### config.mk
export PLATFORM = sky130hd
export DESIGN_NAME = first_fit_block_allocator_core
export DESIGN_NICKNAME = d
export VERILOG_FILES = /design/src/hdl/ffba_pkg.sv /design/src/hdl/ffba_front.sv /design/src/hdl/ffba_back.sv /design/src/hdl/first_fit_block_allocator_core.sv
export SDC_FILE = /design/constraint.sdc
export NUM_CORES = 1
export LEC_CHECK = 0
export ABC_CLOCK_PERIOD_IN_PS = 5200
export BUFFER_PORTS_ARGS = -buffer_cell sky130_fd_sc_hd__buf_4
export CAP_MARGIN = 20
export CELL_PAD_IN_SITES_DETAIL_PLACEMENT = 1
export CELL_PAD_IN_SITES_GLOBAL_PLACEMENT = 1
export CORE_MARGIN = 5
export CORE_UTILIZATION = 45
export DETAILED_ROUTE_END_ITERATION = 8
export GPL_TIMING_DRIVEN = 0
export PLACE_DENSITY_LB_ADDON = 0.05
export SLEW_MARGIN = 20
export SYNTH_ARGS = -nofsm -noshare
export SYNTH_HDL_FRONTEND = slang
export SYNTH_SLANG_ARGS = --single-unit
### constraint.sdc
create_clock -name clk_i -period 5.2 [get_ports clk_i]
set_input_delay 0.52 -clock clk_i [delete_from_list [all_inputs] [get_ports clk_i]]
set_output_delay 0.52 -clock clk_i [all_outputs]
set_load 0.02 [all_outputs]
### src/hdl/ffba_pkg.sv
// shared types and constants for the first-fit block allocator
package ffba_pkg;

  localparam int unsigned NUM_BLOCKS_DEF = 64;
  localparam int unsigned MAX_RESULTS    = 64;
  localparam int unsigned CNT_W          = 7;
  localparam int unsigned ID_W           = 6;
  localparam int unsigned QDEPTH         = 2;
  localparam int unsigned QPTR_W         = $clog2(QDEPTH);
  localparam logic [CNT_W-1:0] LIMIT_RESET = CNT_W'(64);

  typedef enum logic {
    OP_ALLOC = 1'b0,
    OP_FREE  = 1'b1
  } op_e;

  typedef enum logic [1:0] {
    ST_OK       = 2'd0,
    ST_NO_SPACE = 2'd1,
    ST_IGNORED  = 2'd2
  } status_e;

  typedef enum logic [1:0] {
    K_ZERO,
    K_BIG,
    K_ALLOC,
    K_FREE
  } kind_e;

  typedef struct packed {
    kind_e            kind;
    logic [CNT_W-1:0] want;
    logic [ID_W-1:0]  fid;
  } cmd_t;

  typedef struct packed {
    logic valid;
    cmd_t cmd;
  } cmd_word_t;

  typedef struct packed {
    logic pop;
    logic clearing;
  } back_ctl_t;

endpackage

### src/hdl/ffba_front.sv
// request intake: classifies each word and queues it for the back end
module ffba_front (
  input  logic                          clk_i,
  input  logic                          rst_ni,
  input  logic                          start,
  output logic                          busy,
  input  logic                          opcode_i,
  input  logic [ffba_pkg::CNT_W-1:0]    request_count_i,
  input  logic [ffba_pkg::ID_W-1:0]     free_id_i,
  input  ffba_pkg::back_ctl_t           back_ctl_i,
  output ffba_pkg::cmd_word_t           cmd_o
);
  import ffba_pkg::*;

  cmd_t              q_mem [QDEPTH];
  logic [QPTR_W-1:0] wr_ptr_q, wr_ptr_d;
  logic [QPTR_W-1:0] rd_ptr_q, rd_ptr_d;
  logic [QPTR_W:0]   cnt_q, cnt_d;
  cmd_t              cls;
  logic              push;
  logic              pop;

  always_comb begin
    cls.want = request_count_i;
    cls.fid  = free_id_i;
    if (opcode_i == OP_FREE) begin
      cls.kind = K_FREE;
    end else if (request_count_i == '0) begin
      cls.kind = K_ZERO;
    end else if (request_count_i > CNT_W'(MAX_RESULTS)) begin
      cls.kind = K_BIG;
    end else begin
      cls.kind = K_ALLOC;
    end
  end

  assign busy  = (cnt_q == (QPTR_W+1)'(QDEPTH)) || back_ctl_i.clearing;
  assign push  = start && !busy;
  assign pop   = back_ctl_i.pop && (cnt_q != '0);

  assign cmd_o.valid = (cnt_q != '0);
  assign cmd_o.cmd   = q_mem[rd_ptr_q];

  always_comb begin
    wr_ptr_d = push ? wr_ptr_q + QPTR_W'(1) : wr_ptr_q;
    rd_ptr_d = pop ? rd_ptr_q + QPTR_W'(1) : rd_ptr_q;
    cnt_d    = cnt_q + (QPTR_W+1)'(push) - (QPTR_W+1)'(pop);
  end

  always_ff @(posedge clk_i) begin
    if (push) begin
      q_mem[wr_ptr_q] <= cls;
    end
  end

  always_ff @(posedge clk_i or negedge rst_ni) begin
    if (!rst_ni) begin
      wr_ptr_q <= '0;
      rd_ptr_q <= '0;
      cnt_q    <= '0;
    end else begin
      wr_ptr_q <= wr_ptr_d;
      rd_ptr_q <= rd_ptr_d;
      cnt_q    <= cnt_d;
    end
  end

endmodule

### src/hdl/ffba_back.sv
// execution back end: in-use bitmap memory, first-fit scan, free and recount
module ffba_back #(
  parameter int unsigned NUM_BLOCKS = ffba_pkg::NUM_BLOCKS_DEF
) (
  input  logic                          clk_i,
  input  logic                          rst_ni,
  input  ffba_pkg::cmd_word_t           cmd_i,
  output ffba_pkg::back_ctl_t           ctl_o,
  input  logic                          cfg_valid_i,
  output logic                          cfg_ready_o,
  input  logic [ffba_pkg::CNT_W-1:0]    cfg_data_i,
  output logic                          res_valid_o,
  output logic [ffba_pkg::ID_W-1:0]     block_id_o,
  output logic                          id_valid_o,
  output logic [1:0]                    status_o,
  output logic                          last_o,
  output logic [ffba_pkg::CNT_W-1:0]    free_count_o
);
  import ffba_pkg::*;

  localparam int unsigned AW = (NUM_BLOCKS > 1) ? $clog2(NUM_BLOCKS) : 1;
  localparam int unsigned CW = $clog2(NUM_BLOCKS + 1);
  localparam int unsigned LW = (CW > CNT_W) ? CW : CNT_W;

  typedef enum logic [2:0] {
    S_CLEAR,
    S_IDLE,
    S_SCAN,
    S_FREE,
    S_RECOUNT
  } state_e;

  state_e           state_q;
  logic [AW-1:0]    idx_q;
  logic             pend_q;
  logic [AW-1:0]    pend_id_q;
  logic [CNT_W-1:0] rem_q;
  logic [CNT_W-1:0] free_q;
  logic [CNT_W-1:0] limit_q;

  logic             res_valid_q;
  logic [ID_W-1:0]  res_id_q;
  logic             res_idv_q;
  status_e          res_status_q;
  logic             res_last_q;
  logic [CNT_W-1:0] res_free_q;

  logic             used_mem [NUM_BLOCKS];
  logic             rd_q;
  logic             mem_we;
  logic [AW-1:0]    mem_wa;
  logic             mem_wd;
  logic [AW-1:0]    mem_ra;

  logic [LW-1:0]    lim_wide;
  logic [LW-1:0]    eff_lim;
  logic             take;

  assign lim_wide = LW'(limit_q);
  assign eff_lim  = (lim_wide > LW'(NUM_BLOCKS)) ? LW'(NUM_BLOCKS) : lim_wide;

  assign cfg_ready_o    = (state_q == S_IDLE);
  assign take           = (state_q == S_IDLE) && !cfg_valid_i && cmd_i.valid;
  assign ctl_o.pop      = take;
  assign ctl_o.clearing = (state_q == S_CLEAR);

  always_comb begin
    mem_we = 1'b0;
    mem_wa = pend_id_q;
    mem_wd = 1'b0;
    mem_ra = idx_q;
    unique case (state_q)
      S_CLEAR: begin
        mem_we = 1'b1;
        mem_wa = idx_q;
      end
      S_IDLE: begin
        mem_ra = AW'(cmd_i.cmd.fid);
      end
      S_SCAN: begin
        if (pend_q && !rd_q) begin
          mem_we = 1'b1;
          mem_wd = 1'b1;
        end
      end
      S_FREE: begin
        mem_we = rd_q;
      end
      S_RECOUNT: begin
        mem_we = 1'b0;
      end
      default: begin
        mem_we = 1'b0;
      end
    endcase
  end

  always_ff @(posedge clk_i) begin
    if (mem_we) begin
      used_mem[mem_wa] <= mem_wd;
    end
    rd_q <= used_mem[mem_ra];
  end

  always_ff @(posedge clk_i or negedge rst_ni) begin
    if (!rst_ni) begin
      state_q      <= S_CLEAR;
      idx_q        <= '0;
      pend_q       <= 1'b0;
      pend_id_q    <= '0;
      rem_q        <= '0;
      free_q       <= '0;
      limit_q      <= LIMIT_RESET;
      res_valid_q  <= 1'b0;
      res_id_q     <= '0;
      res_idv_q    <= 1'b0;
      res_status_q <= ST_OK;
      res_last_q   <= 1'b0;
      res_free_q   <= '0;
    end else begin
      res_valid_q <= 1'b0;
      unique case (state_q)
        S_CLEAR: begin
          idx_q <= idx_q + AW'(1);
          if (idx_q == AW'(NUM_BLOCKS - 1)) begin
            idx_q   <= '0;
            free_q  <= CNT_W'(eff_lim);
            state_q <= S_IDLE;
          end
        end
        S_IDLE: begin
          if (cfg_valid_i) begin
            limit_q <= cfg_data_i;
            free_q  <= '0;
            idx_q   <= '0;
            pend_q  <= 1'b0;
            state_q <= S_RECOUNT;
          end else if (cmd_i.valid) begin
            res_id_q   <= '0;
            res_idv_q  <= 1'b0;
            res_last_q <= 1'b1;
            res_free_q <= free_q;
            case (cmd_i.cmd.kind)
              K_ZERO: begin
                res_valid_q  <= 1'b1;
                res_status_q <= ST_OK;
              end
              K_BIG: begin
                res_valid_q  <= 1'b1;
                res_status_q <= ST_NO_SPACE;
              end
              K_ALLOC: begin
                if (cmd_i.cmd.want > free_q) begin
                  res_valid_q  <= 1'b1;
                  res_status_q <= ST_NO_SPACE;
                end else begin
                  rem_q   <= cmd_i.cmd.want;
                  idx_q   <= '0;
                  pend_q  <= 1'b0;
                  state_q <= S_SCAN;
                end
              end
              K_FREE: begin
                if (LW'(cmd_i.cmd.fid) >= eff_lim) begin
                  res_valid_q  <= 1'b1;
                  res_status_q <= ST_IGNORED;
                end else begin
                  pend_id_q <= AW'(cmd_i.cmd.fid);
                  state_q   <= S_FREE;
                end
              end
              default: begin
                res_valid_q <= 1'b0;
              end
            endcase
          end
        end
        S_SCAN: begin
          idx_q     <= idx_q + AW'(1);
          pend_q    <= 1'b1;
          pend_id_q <= idx_q;
          if (pend_q && !rd_q) begin
            res_valid_q  <= 1'b1;
            res_id_q     <= ID_W'(pend_id_q);
            res_idv_q    <= 1'b1;
            res_status_q <= ST_OK;
            res_last_q   <= (rem_q == CNT_W'(1));
            res_free_q   <= free_q - CNT_W'(1);
            free_q       <= free_q - CNT_W'(1);
            rem_q        <= rem_q - CNT_W'(1);
            if (rem_q == CNT_W'(1)) begin
              pend_q  <= 1'b0;
              state_q <= S_IDLE;
            end
          end
        end
        S_FREE: begin
          res_valid_q <= 1'b1;
          res_id_q    <= '0;
          res_idv_q   <= 1'b0;
          res_last_q  <= 1'b1;
          if (rd_q) begin
            res_status_q <= ST_OK;
            res_free_q   <= free_q + CNT_W'(1);
            free_q       <= free_q + CNT_W'(1);
          end else begin
            res_status_q <= ST_IGNORED;
            res_free_q   <= free_q;
          end
          state_q <= S_IDLE;
        end
        S_RECOUNT: begin
          if (eff_lim == '0) begin
            state_q <= S_IDLE;
          end else begin
            idx_q     <= idx_q + AW'(1);
            pend_q    <= 1'b1;
            pend_id_q <= idx_q;
            if (pend_q) begin
              free_q <= free_q + CNT_W'(!rd_q);
              if (LW'(pend_id_q) == eff_lim - LW'(1)) begin
                pend_q  <= 1'b0;
                state_q <= S_IDLE;
              end
            end
          end
        end
        default: begin
          state_q <= S_IDLE;
        end
      endcase
    end
  end

  assign res_valid_o  = res_valid_q;
  assign block_id_o   = res_id_q;
  assign id_valid_o   = res_idv_q;
  assign status_o     = res_status_q;
  assign last_o       = res_last_q;
  assign free_count_o = res_free_q;

endmodule

### src/hdl/first_fit_block_allocator_core.sv
// top level of the first-fit block allocator
//
// Requests enter on start while busy is low and wait in a two-word queue;
// results come out one per strobe on res_valid_o and must be taken in that
// cycle. After reset the bitmap memory is cleared block by block with busy
// high. Zero-length, oversized or short-of-space allocations and
// out-of-range frees finish in the cycle after they leave the queue; a valid
// free reads the bitmap, then clears the block if it was held. An allocation
// of N blocks scans the bitmap from block 0, one block per cycle through the
// single memory read port, emitting each ID as it is found. A limit write
// takes the register at once and then recounts the free blocks below the
// limit before the next request is served.
module first_fit_block_allocator_core #(
  parameter int unsigned NUM_BLOCKS = ffba_pkg::NUM_BLOCKS_DEF
) (
  input  logic                          clk_i,
  input  logic                          rst_ni,
  input  logic                          start,
  output logic                          busy,
  input  logic                          opcode_i,
  input  logic [ffba_pkg::CNT_W-1:0]    request_count_i,
  input  logic [ffba_pkg::ID_W-1:0]     free_id_i,
  input  logic                          cfg_valid_i,
  output logic                          cfg_ready_o,
  input  logic [ffba_pkg::CNT_W-1:0]    cfg_data_i,
  output logic                          res_valid_o,
  output logic [ffba_pkg::ID_W-1:0]     block_id_o,
  output logic                          id_valid_o,
  output logic [1:0]                    status_o,
  output logic                          last_o,
  output logic [ffba_pkg::CNT_W-1:0]    free_count_o
);
  import ffba_pkg::*;

  cmd_word_t cmd;
  back_ctl_t back_ctl;

  ffba_front u_front (
    .clk_i           (clk_i),
    .rst_ni          (rst_ni),
    .start           (start),
    .busy            (busy),
    .opcode_i        (opcode_i),
    .request_count_i (request_count_i),
    .free_id_i       (free_id_i),
    .back_ctl_i      (back_ctl),
    .cmd_o           (cmd)
  );

  ffba_back #(
    .NUM_BLOCKS (NUM_BLOCKS)
  ) u_back (
    .clk_i        (clk_i),
    .rst_ni       (rst_ni),
    .cmd_i        (cmd),
    .ctl_o        (back_ctl),
    .cfg_valid_i  (cfg_valid_i),
    .cfg_ready_o  (cfg_ready_o),
    .cfg_data_i   (cfg_data_i),
    .res_valid_o  (res_valid_o),
    .block_id_o   (block_id_o),
    .id_valid_o   (id_valid_o),
    .status_o     (status_o),
    .last_o       (last_o),
    .free_count_o (free_count_o)
  );

endmodule

==> run summary, run 1 <==
Starting Density - 0.462
Post-synth EDFFs - 94
drt drc - 0
n_diodes - 0
Post-CTS Hold Fix Bufs - 0
Final period util - 0.702
syn_area_per_cell - 10.1 sq um
fmax - 274 MHz
CP endpoint kind - flip-flop
Post-DP HPWL - 17600 um
clk buf depth - 2
MaxCap Viol Count - 0
vias in the first global route - 6862
fin nets - 942
ys flop type - edfxtp_1
Final Critical Period - 3.65 ns
postcts setup bufs - 0
chip width - 146 um
post-DR vias/cell - 5.91
static leakage - 3.70 nW
net count after synthesis - 878
clock-pin slew on the worst setup and hold paths - 0.07 ns
sequential-to-total area share from yosys stat - 0.517
Avg WL per Cell - 21.3 um
most common cell after layout, fill and taps aside - nor2_1
P per Cell Area - 316 nW/um^2
TritonCTS buffer count - 17
Die H - 146 um
pin count of the biggest net entering global routing - 60
cells after synthesis - 828
Netlist Area Pre-Place - 8350 sq um
WL final - 24200 um
Iter 0 DRT Violations - 569
P&R area growth vs syn - 15.2%
measured slew at the worst slew-check pin - 0.953 ns
detailed-route via count - 6699
setup_tns - 0 ns
post-cts resize count - 0
WP data required - 5.50 ns
Sink Count - 154
Fin Hold WS - 0.146 ns
CP startpoint kind - flip-flop
drt first pass iters - 7
latest clock arrival within the worst-skew pair - 0.43 ns
GRT Util Overall - 0.230
PnR worst setup slack - 1.55 ns
grt ovf - 0
# port buffers - 44
Setup Skew - 0.00758 ns
CTS tree - done
fin. max-slew vios - 0
RePlAce Congestion - 0.868
clk root buf - clkbuf_16
H-tree levels - 4
initial antenna violation count - 0
first-pass GRT wire length - 38900 um
crit-path max FO - 10
Ys Warns - 0
status - finished, final reports clean
most frequent cells in the layout - nor2_1 (111), nand2_1 (101), edfxtp_1 (94)
RSZ-0062 raised after global routing - false
DP Worst Slack - 1.57 ns
HP Class - in2async
die area - 21400 sq um
Antenna Nets Post-Route - 0
Arr. time, crit path - 3.95 ns
flops & latches, synth - 154
endpoints failing hold - 0
count of cell types in the netlist - 72
layout cells sized above 1 - 0.149
crit path kind - reg2reg
asr flop ratio synth - 0.383
Slew headroom - 0.360
# setup viols final - 0
core area - 18100 sq um
peak supply drop - 0.000246 V
I/O pin total - 45
FP Rows - 49
## worst max-delay path, stage by stage (launching register included)
cell     delay (ns)
dfrtp_1        0.32
buf_4          0.17
buf_1          0.47
mux2_2         0.44
ha_1           0.29
nor2b_1        0.13
o21a_1         0.17
o21a_1         0.19
o21a_1         0.21
o31a_1         0.34
or3_1          0.42
o21ai_0        0.26
o31ai_1        0.10
## cell usage after synthesis, types with 3 or more instances
library cell	instances	area, sq um
dfrtp_1	58	1450
or2_2	4	25.0
a221oi_1	4	35.0
o31ai_1	8	60.1
a21o_1	6	45.0
nor4_1	4	25.0
o221ai_1	4	35.0
nor3b_1	6	45.0
nand2b_1	6	37.5
o21ai_0	52	260
mux2i_1	20	200
and2_1	3	18.8
ha_1	25	313
and3_1	5	31.3
nor2b_1	8	50.1
a31oi_1	8	50.1
clkbuf_1	25	93.8
nor2_1	113	424
a211o_1	3	26.3
buf_2	7	35.0
a21oi_1	41	205
xnor2_1	16	140
nor3_1	13	65.1
o21a_1	4	30.0
nand3b_1	3	22.5
a222oi_1	4	40.0
xor2_1	6	52.6
nand4_1	5	31.3
a22o_1	8	70.1
buf_1	5	18.8
nand3_1	27	135
a211oi_1	8	60.1
edfxtp_1	94	2820
nand2_1	101	379
or3_1	6	37.5
mux2_2	24	270
inv_1	37	139
o22ai_1	11	68.8
mux4_2	4	90.1
## power by group
part / internal [mW] / switching [mW]
clock network: 0.769 / 0.549
logic: 0.115 / 0.198
registers: 1.37 / 0.0312
## cell type report
cell class                      instances  area, sq um
Multi-Input combinational cell        595         3710
Fill cell                            2010         8470
Clock buffer                           18          429
Tap cell                              229          287
Sequential cell                       154         4320
Timing Repair Buffer                   45          350
Inverter                               38          143
Clock inverter                         14          185
Buffer                                 41          188
## stage by stage
stage / power [mW] / cells / util / instance area (sq um)
detailed placement: 1.74 / 1102 / 0.497 / 9000
CTS: 3.05 / 1134 / 0.531 / 9610
global route: 3.16 / 1134 / 0.532 / 9610
finish: 3.03 / 1134 / 0.532 / 9610
global placement: 1.72 / 1101 / 0.496 / 8970
floorplan: 1.62 / 828 / - / 8350
## flip-flops by register name, indices dropped and copies added, names as in the netlist
name	cells
u_back.used_mem	64
u_back.res_valid_o	1
u_back.rd_q	1
u_front.q_mem	30
u_back.rem_q	7
u_front.wr_ptr_q	1
u_back.last_o	1
u_back.pend_id_q	6
u_back.idx_q	6
u_back.free_q	7
u_front.cnt_q	2
u_front.rd_ptr_q	1
u_back.lim_wide	7
u_back.free_count_o	7
u_back.state_q	3
u_back.status_o	2
u_back.block_id_o	6
u_back.pend_q	1
u_back.id_valid_o	1
## per-layer routing
metal	routed length, um	vias to the layer above	global-route usage
li1	-	3118	-
met1	11700	3414	0.336
met2	11300	148	0.366
met3	974	19	0.0415
met4	204	0	0.0372
met5	0	-	0
## cell families (layout without fill, tap and decap cells)
logic type	count (synthesis)	in the layout	share of synthesized area
buffers and inverters	79	156	0.0396
flip-flops	154	154	0.517
AO/OA/AOI/OAI	187	187	0.145
AND/OR/NAND/NOR	311	311	0.167
adder cells (fa/ha/maj)	25	25	0.0375
multiplexers	50	50	0.0707
XOR/XNOR	22	22	0.0231
## final timing paths
check / start / end / slack [ns] / depth (start not counted)
max: u_front.rd_ptr_q / u_back.idx_q[3] / 1.55 / 12
min: rst_ni / u_back.free_count_o[3] / 0.15 / 1
max reg2reg: u_front.rd_ptr_q / u_back.idx_q[3] / 1.55 / 12
min in group clk_i: free_id_i[5] / u_front.q_mem[1][5] / 0.27 / 1
max in group asynchronous: rst_ni / u_back.free_count_o[2] / 4.47 / 1
min reg2reg: u_back.id_valid_o / u_back.id_valid_o / 0.48 / 1
(Power assumes the default switching activity.)
==> run 2, diff against run 1 <==
Settings changed: ABC_AREA set to 1, ABC_CLOCK_PERIOD_IN_PS 5200 to 3300, CORE_UTILIZATION 45 to 42.
Clock period 5.2 ns to 3.3 ns, I/O delays scaled along.
==> run 2 against run 1 <==
The flow now finishes with violations (negative hold slack). Critical path depth rose by 2. Critical path type unchanged. Via count increased by 7.1%. Critical endpoint is now u_back.idx_q[5]. Worst setup slack worse by 1.1 ns. Die area is 9.7% higher. Global-route usage shrank 1.9 points. Sequential share of layout area shrank 1.1 points. Sequential cell count is the same. Cell area up 2.6%.
==> run summary, run 2 <==
fin nets - 1147
clock share of power - 0.186
combinational fraction of design power - 0.538
static leakage - 4.36 nW
Netlist Area Pre-Place - 8610 sq um
post-DR vias/cell - 5.20
Antenna Nets Post-Route - 0
WP data required - 3.67 ns
most common cell after layout, fill and taps aside - nand2_1
vias in the first global route - 7214
Die H - 153 um
RSZ-0062 raised after global routing - false
RePlAce Congestion - 0.835
Flop pwr share - 0.276
ys flop type - edfxtp_1
detailed-route via count - 7177
latest clock arrival within the worst-skew pair - 0.43 ns
Post-DP HPWL - 17900 um
P&R area growth vs syn - 14.6%
syn_area_per_cell - 8.33 sq um
fillcell total - 2503
CTS tree - done
TritonCTS buffer count - 17
asr flop ratio synth - 0.383
P_sw - 4.90 mW
Crit. Startpoint - u_front.rd_ptr_q
register area - 4320 sq um
Synth area leaders - edfxtp_1 (33%), dfrtp_1 (17%), nand2_1 (11%)
Post-CTS Hold Fix Bufs - 0
crit-path max FO - 10
Final Critical Period - 2.86 ns
peak supply drop - 0.000457 V
cells after synthesis - 1033
Largest Register - u_back.used_mem
WL final - 24400 um
initial antenna violation count - 0
Arr. time, crit path - 3.23 ns
flops & latches, synth - 154
Regs by FF count - u_back.used_mem (64), u_front.q_mem (30)
post-synthesis compound-gate area fraction - 0.0882
Starting Density - 0.425
Post-synth EDFFs - 94
Slew headroom - 0.455
clk buf depth - 2
GRT Util Overall - 0.211
max reg flops - 64
internal cell power - 5.31 mW
setup_tns - 0 ns
clk root buf - clkbuf_16
grt ovf - 0
PnR worst setup slack - 0.441 ns
simple-gate share of the synthesized area - 0.264
most frequent cell after synthesis - nand2_1
Finished Layout Cells - 1380
core area - 20200 sq um
fin. max-slew vios - 0
flop-to-flop setup slack - 0.44 ns
Post-synth top cells - nand2_1 (243), inv_1 (143), nor2_1 (142), nand3_1 (101), edfxtp_1 (94)
post-cts resize count - 0
Max stage delay on crit path - 0.42 ns
HP Class - in2async
Synth Area in XOR/XNOR - 0.0153
count of cell types in the netlist - 50
cells along the critical path - buf_2, buf_1, nand2_1, nand2_1, ha_1, a21oi_1, o21ai_0, nand2_1, o211ai_1, nand3_1, nand4_2, nor2_1, nand2_1, nand2_1
layout cells sized above 1 - 0.123
mux cell area share after synthesis - 0.0103
Sink Count - 154
P per Cell Area - 1040 nW/um^2
die area - 23500 sq um
net count after synthesis - 1083
FP Rows - 52
Avg WL per Cell - 17.7 um
Synth top area share - 0.328
# port buffers - 44
Final period util - 0.867
failing checks - negative hold slack
switch share - 0.480
H-tree levels - 4
Top cell by count, worst path - nand2_1
R2R cell count - 14
clock-pin slew on the worst setup and hold paths - 0.07 ns
I/O pin total - 45
chip width - 153 um
CP startpoint kind - flip-flop
crit path kind - reg2reg
Ys Warns - 0
Fin Hold WS - -0.0161 ns
Post-Synth Adder-Cell Area - 0.0363
drt first pass iters - 5
DP Worst Slack - 0.343 ns
sequential-to-total area share from yosys stat - 0.502
drt drc - 0
area of the multi-input gates - 3580 sq um
final core occ - 0.487
fmax - 350 MHz
MaxCap Viol Count - 0
n_diodes - 0
pin count of the biggest net entering global routing - 60
DP Cell Count - 1348
largest family of logic cells by synthesized area - simple AND/OR/NAND/NOR gates
status - finished with violations
first-pass GRT wire length - 39300 um
most frequent cells in the layout - nand2_1 (243), inv_1 (143), nor2_1 (139)
measured slew at the worst slew-check pin - 0.817 ns
reg-to-reg critical path endpoint - u_back.idx_q[5]
# setup viols final - 0
CP endpoint kind - flip-flop
Setup Skew - 0.0125 ns
reg2reg start - u_front.rd_ptr_q
slowest stage cell, crit path - buf_1
Iter 0 DRT Violations - 426
endpoints failing hold - 12
cell taking the most area after synthesis - edfxtp_1
postcts setup bufs - 0
run 2: cell count changes in the layout (fill, tap and decap cells not counted), moves of 9 or more:
cell | previous run | this run
clkbuf_1 | 26 | 4
o21ai_0 | 52 | 64
o22ai_1 | 11 | 2
mux2i_1 | 19 | 1
inv_1 | 37 | 143
nor2_1 | 111 | 139
nand2_1 | 101 | 243
a21oi_1 | 41 | 31
mux2_2 | 24 | 7
xnor2_1 | 16 | 5
nand3_1 | 27 | 101
run 2: layout make-up:
cell class                 count  share of cell area
sequential                   154               0.438
multi-input combinational    708               0.363
inverter                     147              0.0559
clock buffer                  19              0.0439
timing repair buffer          45              0.0355
tap                          270              0.0343
buffer                        24              0.0171
clock inverter                13              0.0123
run 2: how the worst max path moves through the flow:
| stage | end | slack [ns] | cells past startpoint |
|---|---|---|---|
| finish | u_back.idx_q[5] | 0.44 | 14 |
| global route | u_back.idx_q[5] | 0.12 | 14 |
| CTS | u_back.idx_q[5] | 0.35 | 14 |
| detailed placement | u_back.idx_q[5] | 0.34 | 14 |
| global placement | u_back.used_mem[51] | -0.65 | 9 |
| floorplan | u_back.used_mem[40] | 0.60 | 9 |
run 2: power by group through the flow:
| stage | combinational (mW) | sequential (mW) | clock, mW |
|---|---|---|---|
| 2_1_floorplan | 3.75 | 2.85 | 0 |
| 3_3_place_gp | 5.36 | 2.84 | 0 |
| 3_5_place_dp | 5.46 | 2.85 | 0 |
| 4_1_cts | 5.51 | 2.81 | 1.94 |
| 5_1_grt | 6.15 | 2.86 | 2.04 |
| 6_report | 5.50 | 2.82 | 1.90 |
run 2: cells by family after synthesis:
| logic type | Yosys count |
|---|---|
| multiplexers | 8 |
| XOR/XNOR | 15 |
| buffers and inverters | 171 |
| AO/OA/AOI/OAI | 130 |
| AND/OR/NAND/NOR | 530 |
| flip-flops | 154 |
| adder cells (fa/ha/maj) | 25 |
run 2: stage by stage:
step | cell area [sq um] | power [mW]
final | 9860 | 10.2
after global routing | 9860 | 11.1
after CTS | 9860 | 10.3
after detailed placement | 9310 | 8.31
after global placement | 9280 | 8.20
after floorplan | 8610 | 6.59
run 2: worst max-delay path: cells and delay by family, from the launching register on:
family | cells | cell delay (ns)
simple gates | 8 | 1.16
buf+inv | 2 | 0.62
compound gates | 3 | 0.39
flops | 1 | 0.34
fa+ha+maj | 1 | 0.29
run 2: layer usage:
metal	routed length (um)	GRT usage	vias up	share of wire
met1	12800	0.325	3508	0.52
met3	857	0.0300	24	0.035
met5	0	0	-	0
li1	-	-	3518	-
met2	10400	0.311	127	0.43
met4	305	0.0585	0	0.013
==> run 3, diff against run 2 <==
Settings changed: CORE_MARGIN 5 to 4.
==> run 3 against run 2 <==
The run now ends clean. Hold slack better by 0.020 ns. Register-to-register slack improved by 0.09 ns. Combinational power is essentially flat. Non-clock buffer count is 1 higher. Sequential cell count is the same. Sequential share of layout area fell by 0.17 points. Fmax increased by 3.2%. Largest cell class unchanged.
==> run summary, run 3 (synthesis gave the netlist of run 2 again) <==
status - finished, final reports clean
Arr. time, crit path - 3.13 ns
latest clock arrival within the worst-skew pair - 0.43 ns
I/O pin total - 45
clk buf depth - 2
first-pass GRT wire length - 38600 um
drt drc - 0
DP Cell Count - 1349
placed instance area - 9340 sq um
TritonCTS buffer count - 17
Finished Layout Cells - 1381
max reg flops - 64
pin count of the biggest net entering global routing - 60
RePlAce Congestion - 0.851
MaxCap Viol Count - 0
Antenna Nets Post-Route - 0
post-DR vias/cell - 5.17
Final period util - 0.840
WL final - 24000 um
Top cell by count, worst path - nand2_1
reg2reg start - u_front.rd_ptr_q
n_diodes - 0
most frequent cells in the layout - nand2_1 (243), inv_1 (143), nor2_1 (139)
GRT Util Overall - 0.220
Setup Skew - 0.0110 ns
# setup viols final - 0
grt ovf - 0
flop-to-flop setup slack - 0.53 ns
die area - 22900 sq um
Largest Register - u_back.used_mem
fin nets - 1148
postcts setup bufs - 0
Final Critical Period - 2.77 ns
RSZ-0062 raised after global routing - false
Regs by FF count - u_back.used_mem (64), u_front.q_mem (30)
measured slew at the worst slew-check pin - 0.837 ns
drt first pass iters - 4
endpoints failing hold - 0
CP startpoint kind - flip-flop
CTS tree - done
core area - 20200 sq um
Slew headroom - 0.442
initial antenna violation count - 0
R2R cell count - 14
design area - 9900 sq um
layout cells sized above 1 - 0.124
cells along the critical path - buf_2, buf_1, nand2_1, nand2_1, ha_1, a21oi_1, o21ai_0, nand2_1, o211ai_1, nand3_1, nand4_2, nor2_1, nand2_1, nand2_1
slowest stage cell, crit path - buf_1
# port buffers - 44
Max stage delay on crit path - 0.42 ns
P per Cell Area - 1040 nW/um^2
area of the multi-input gates - 3580 sq um
chip width - 151 um
Avg WL per Cell - 17.4 um
CP endpoint kind - flip-flop
most common cell after layout, fill and taps aside - nand2_1
reg-to-reg critical path endpoint - u_back.idx_q[5]
fillcell total - 2458
peak supply drop - 0.000429 V
fin. max-slew vios - 0
Iter 0 DRT Violations - 421
crit-path max FO - 10
clk root buf - clkbuf_16
H-tree levels - 4
clock-pin slew on the worst setup and hold paths - 0.07 ns
register area - 4320 sq um
P&R area growth vs syn - 15.0%
post-cts resize count - 0
Post-DP HPWL - 17800 um
Sink Count - 154
HP Class - in2async
static leakage - 4.38 nW
final core occ - 0.491
FP Rows - 52
fmax - 361 MHz
detailed-route via count - 7134
WP data required - 3.66 ns
Die H - 151 um
Post-CTS Hold Fix Bufs - 0
Starting Density - 0.427
crit path kind - reg2reg
vias in the first global route - 7002
==> run 3: changes by cell type in the layout (fill, tap and decap cells not counted), sizes merged <==
cell,previous run,this run
clkinvlp,3,4
buf,67,68
clkbuf,21,20
clkinv,7,4
inv,149,152
==> run 3: where the power goes <==
| part | switching (mW) | internal (mW) | total (mW) |
|---|---|---|---|
| sequential | 0.312 | 2.51 | 2.82 |
| combinational | 3.75 | 1.77 | 5.52 |
| clock | 0.872 | 1.05 | 1.93 |
| total | 4.93 | 5.33 | 10.3 |
==> run 3: how the worst max path moves through the flow <==
stage                            startpoint                  end  slack (ns)  depth (start not counted)
after floorplan           u_back.state_q[2]  u_back.used_mem[40]        0.60                          9
after global placement    u_back.state_q[2]  u_back.used_mem[51]       -0.59                          9
after detailed placement   u_front.rd_ptr_q      u_back.idx_q[5]        0.43                         14
after CTS                  u_front.rd_ptr_q      u_back.idx_q[5]        0.43                         14
after global routing       u_front.rd_ptr_q      u_back.idx_q[5]        0.11                         14
final                      u_front.rd_ptr_q      u_back.idx_q[5]        0.53                         14
==> run 3: final cells by class <==
| class | instances | area share |
|---|---|---|
| clock inverter | 14 | 0.0136 |
| inverter | 147 | 0.0557 |
| buffer | 24 | 0.0171 |
| tap | 270 | 0.0341 |
| multi-input combinational | 708 | 0.362 |
| clock buffer | 18 | 0.0433 |
| timing repair buffer | 46 | 0.0382 |
| sequential | 154 | 0.436 |
==> run 3: worst max-delay path, delay by kind of cell, from the launching register on <==
family / cells / cell delay, ns
flops: 1 / 0.34
simple gates: 8 / 1.11
compound gates: 3 / 0.34
buf+inv: 2 / 0.62
fa+ha+maj: 1 / 0.28
==> run 3: per-stage QoR <==
step | TNS, ns | hold WS [ns] | power [mW] | setup WS (ns)
CTS | 0 | 0.0220 | 10.3 | 0.428
global route | 0 | 0.0559 | 11.1 | 0.112
floorplan | 0 | 0.0344 | 6.59 | 0.599
detailed placement | 0 | 0.483 | 8.35 | 0.434
finish | 0 | 0.00395 | 10.3 | 0.528
global placement | -35.45 | 0.476 | 8.21 | -0.594
==> run 3: routing by layer <==
layer,track usage,share of wire,vias to the layer above
li1,-,-,3525
met3,0.0374,0.038,14
met5,0,0,-
met1,0.345,0.53,3482
met2,0.321,0.42,113
met4,0.0413,0.0075,0
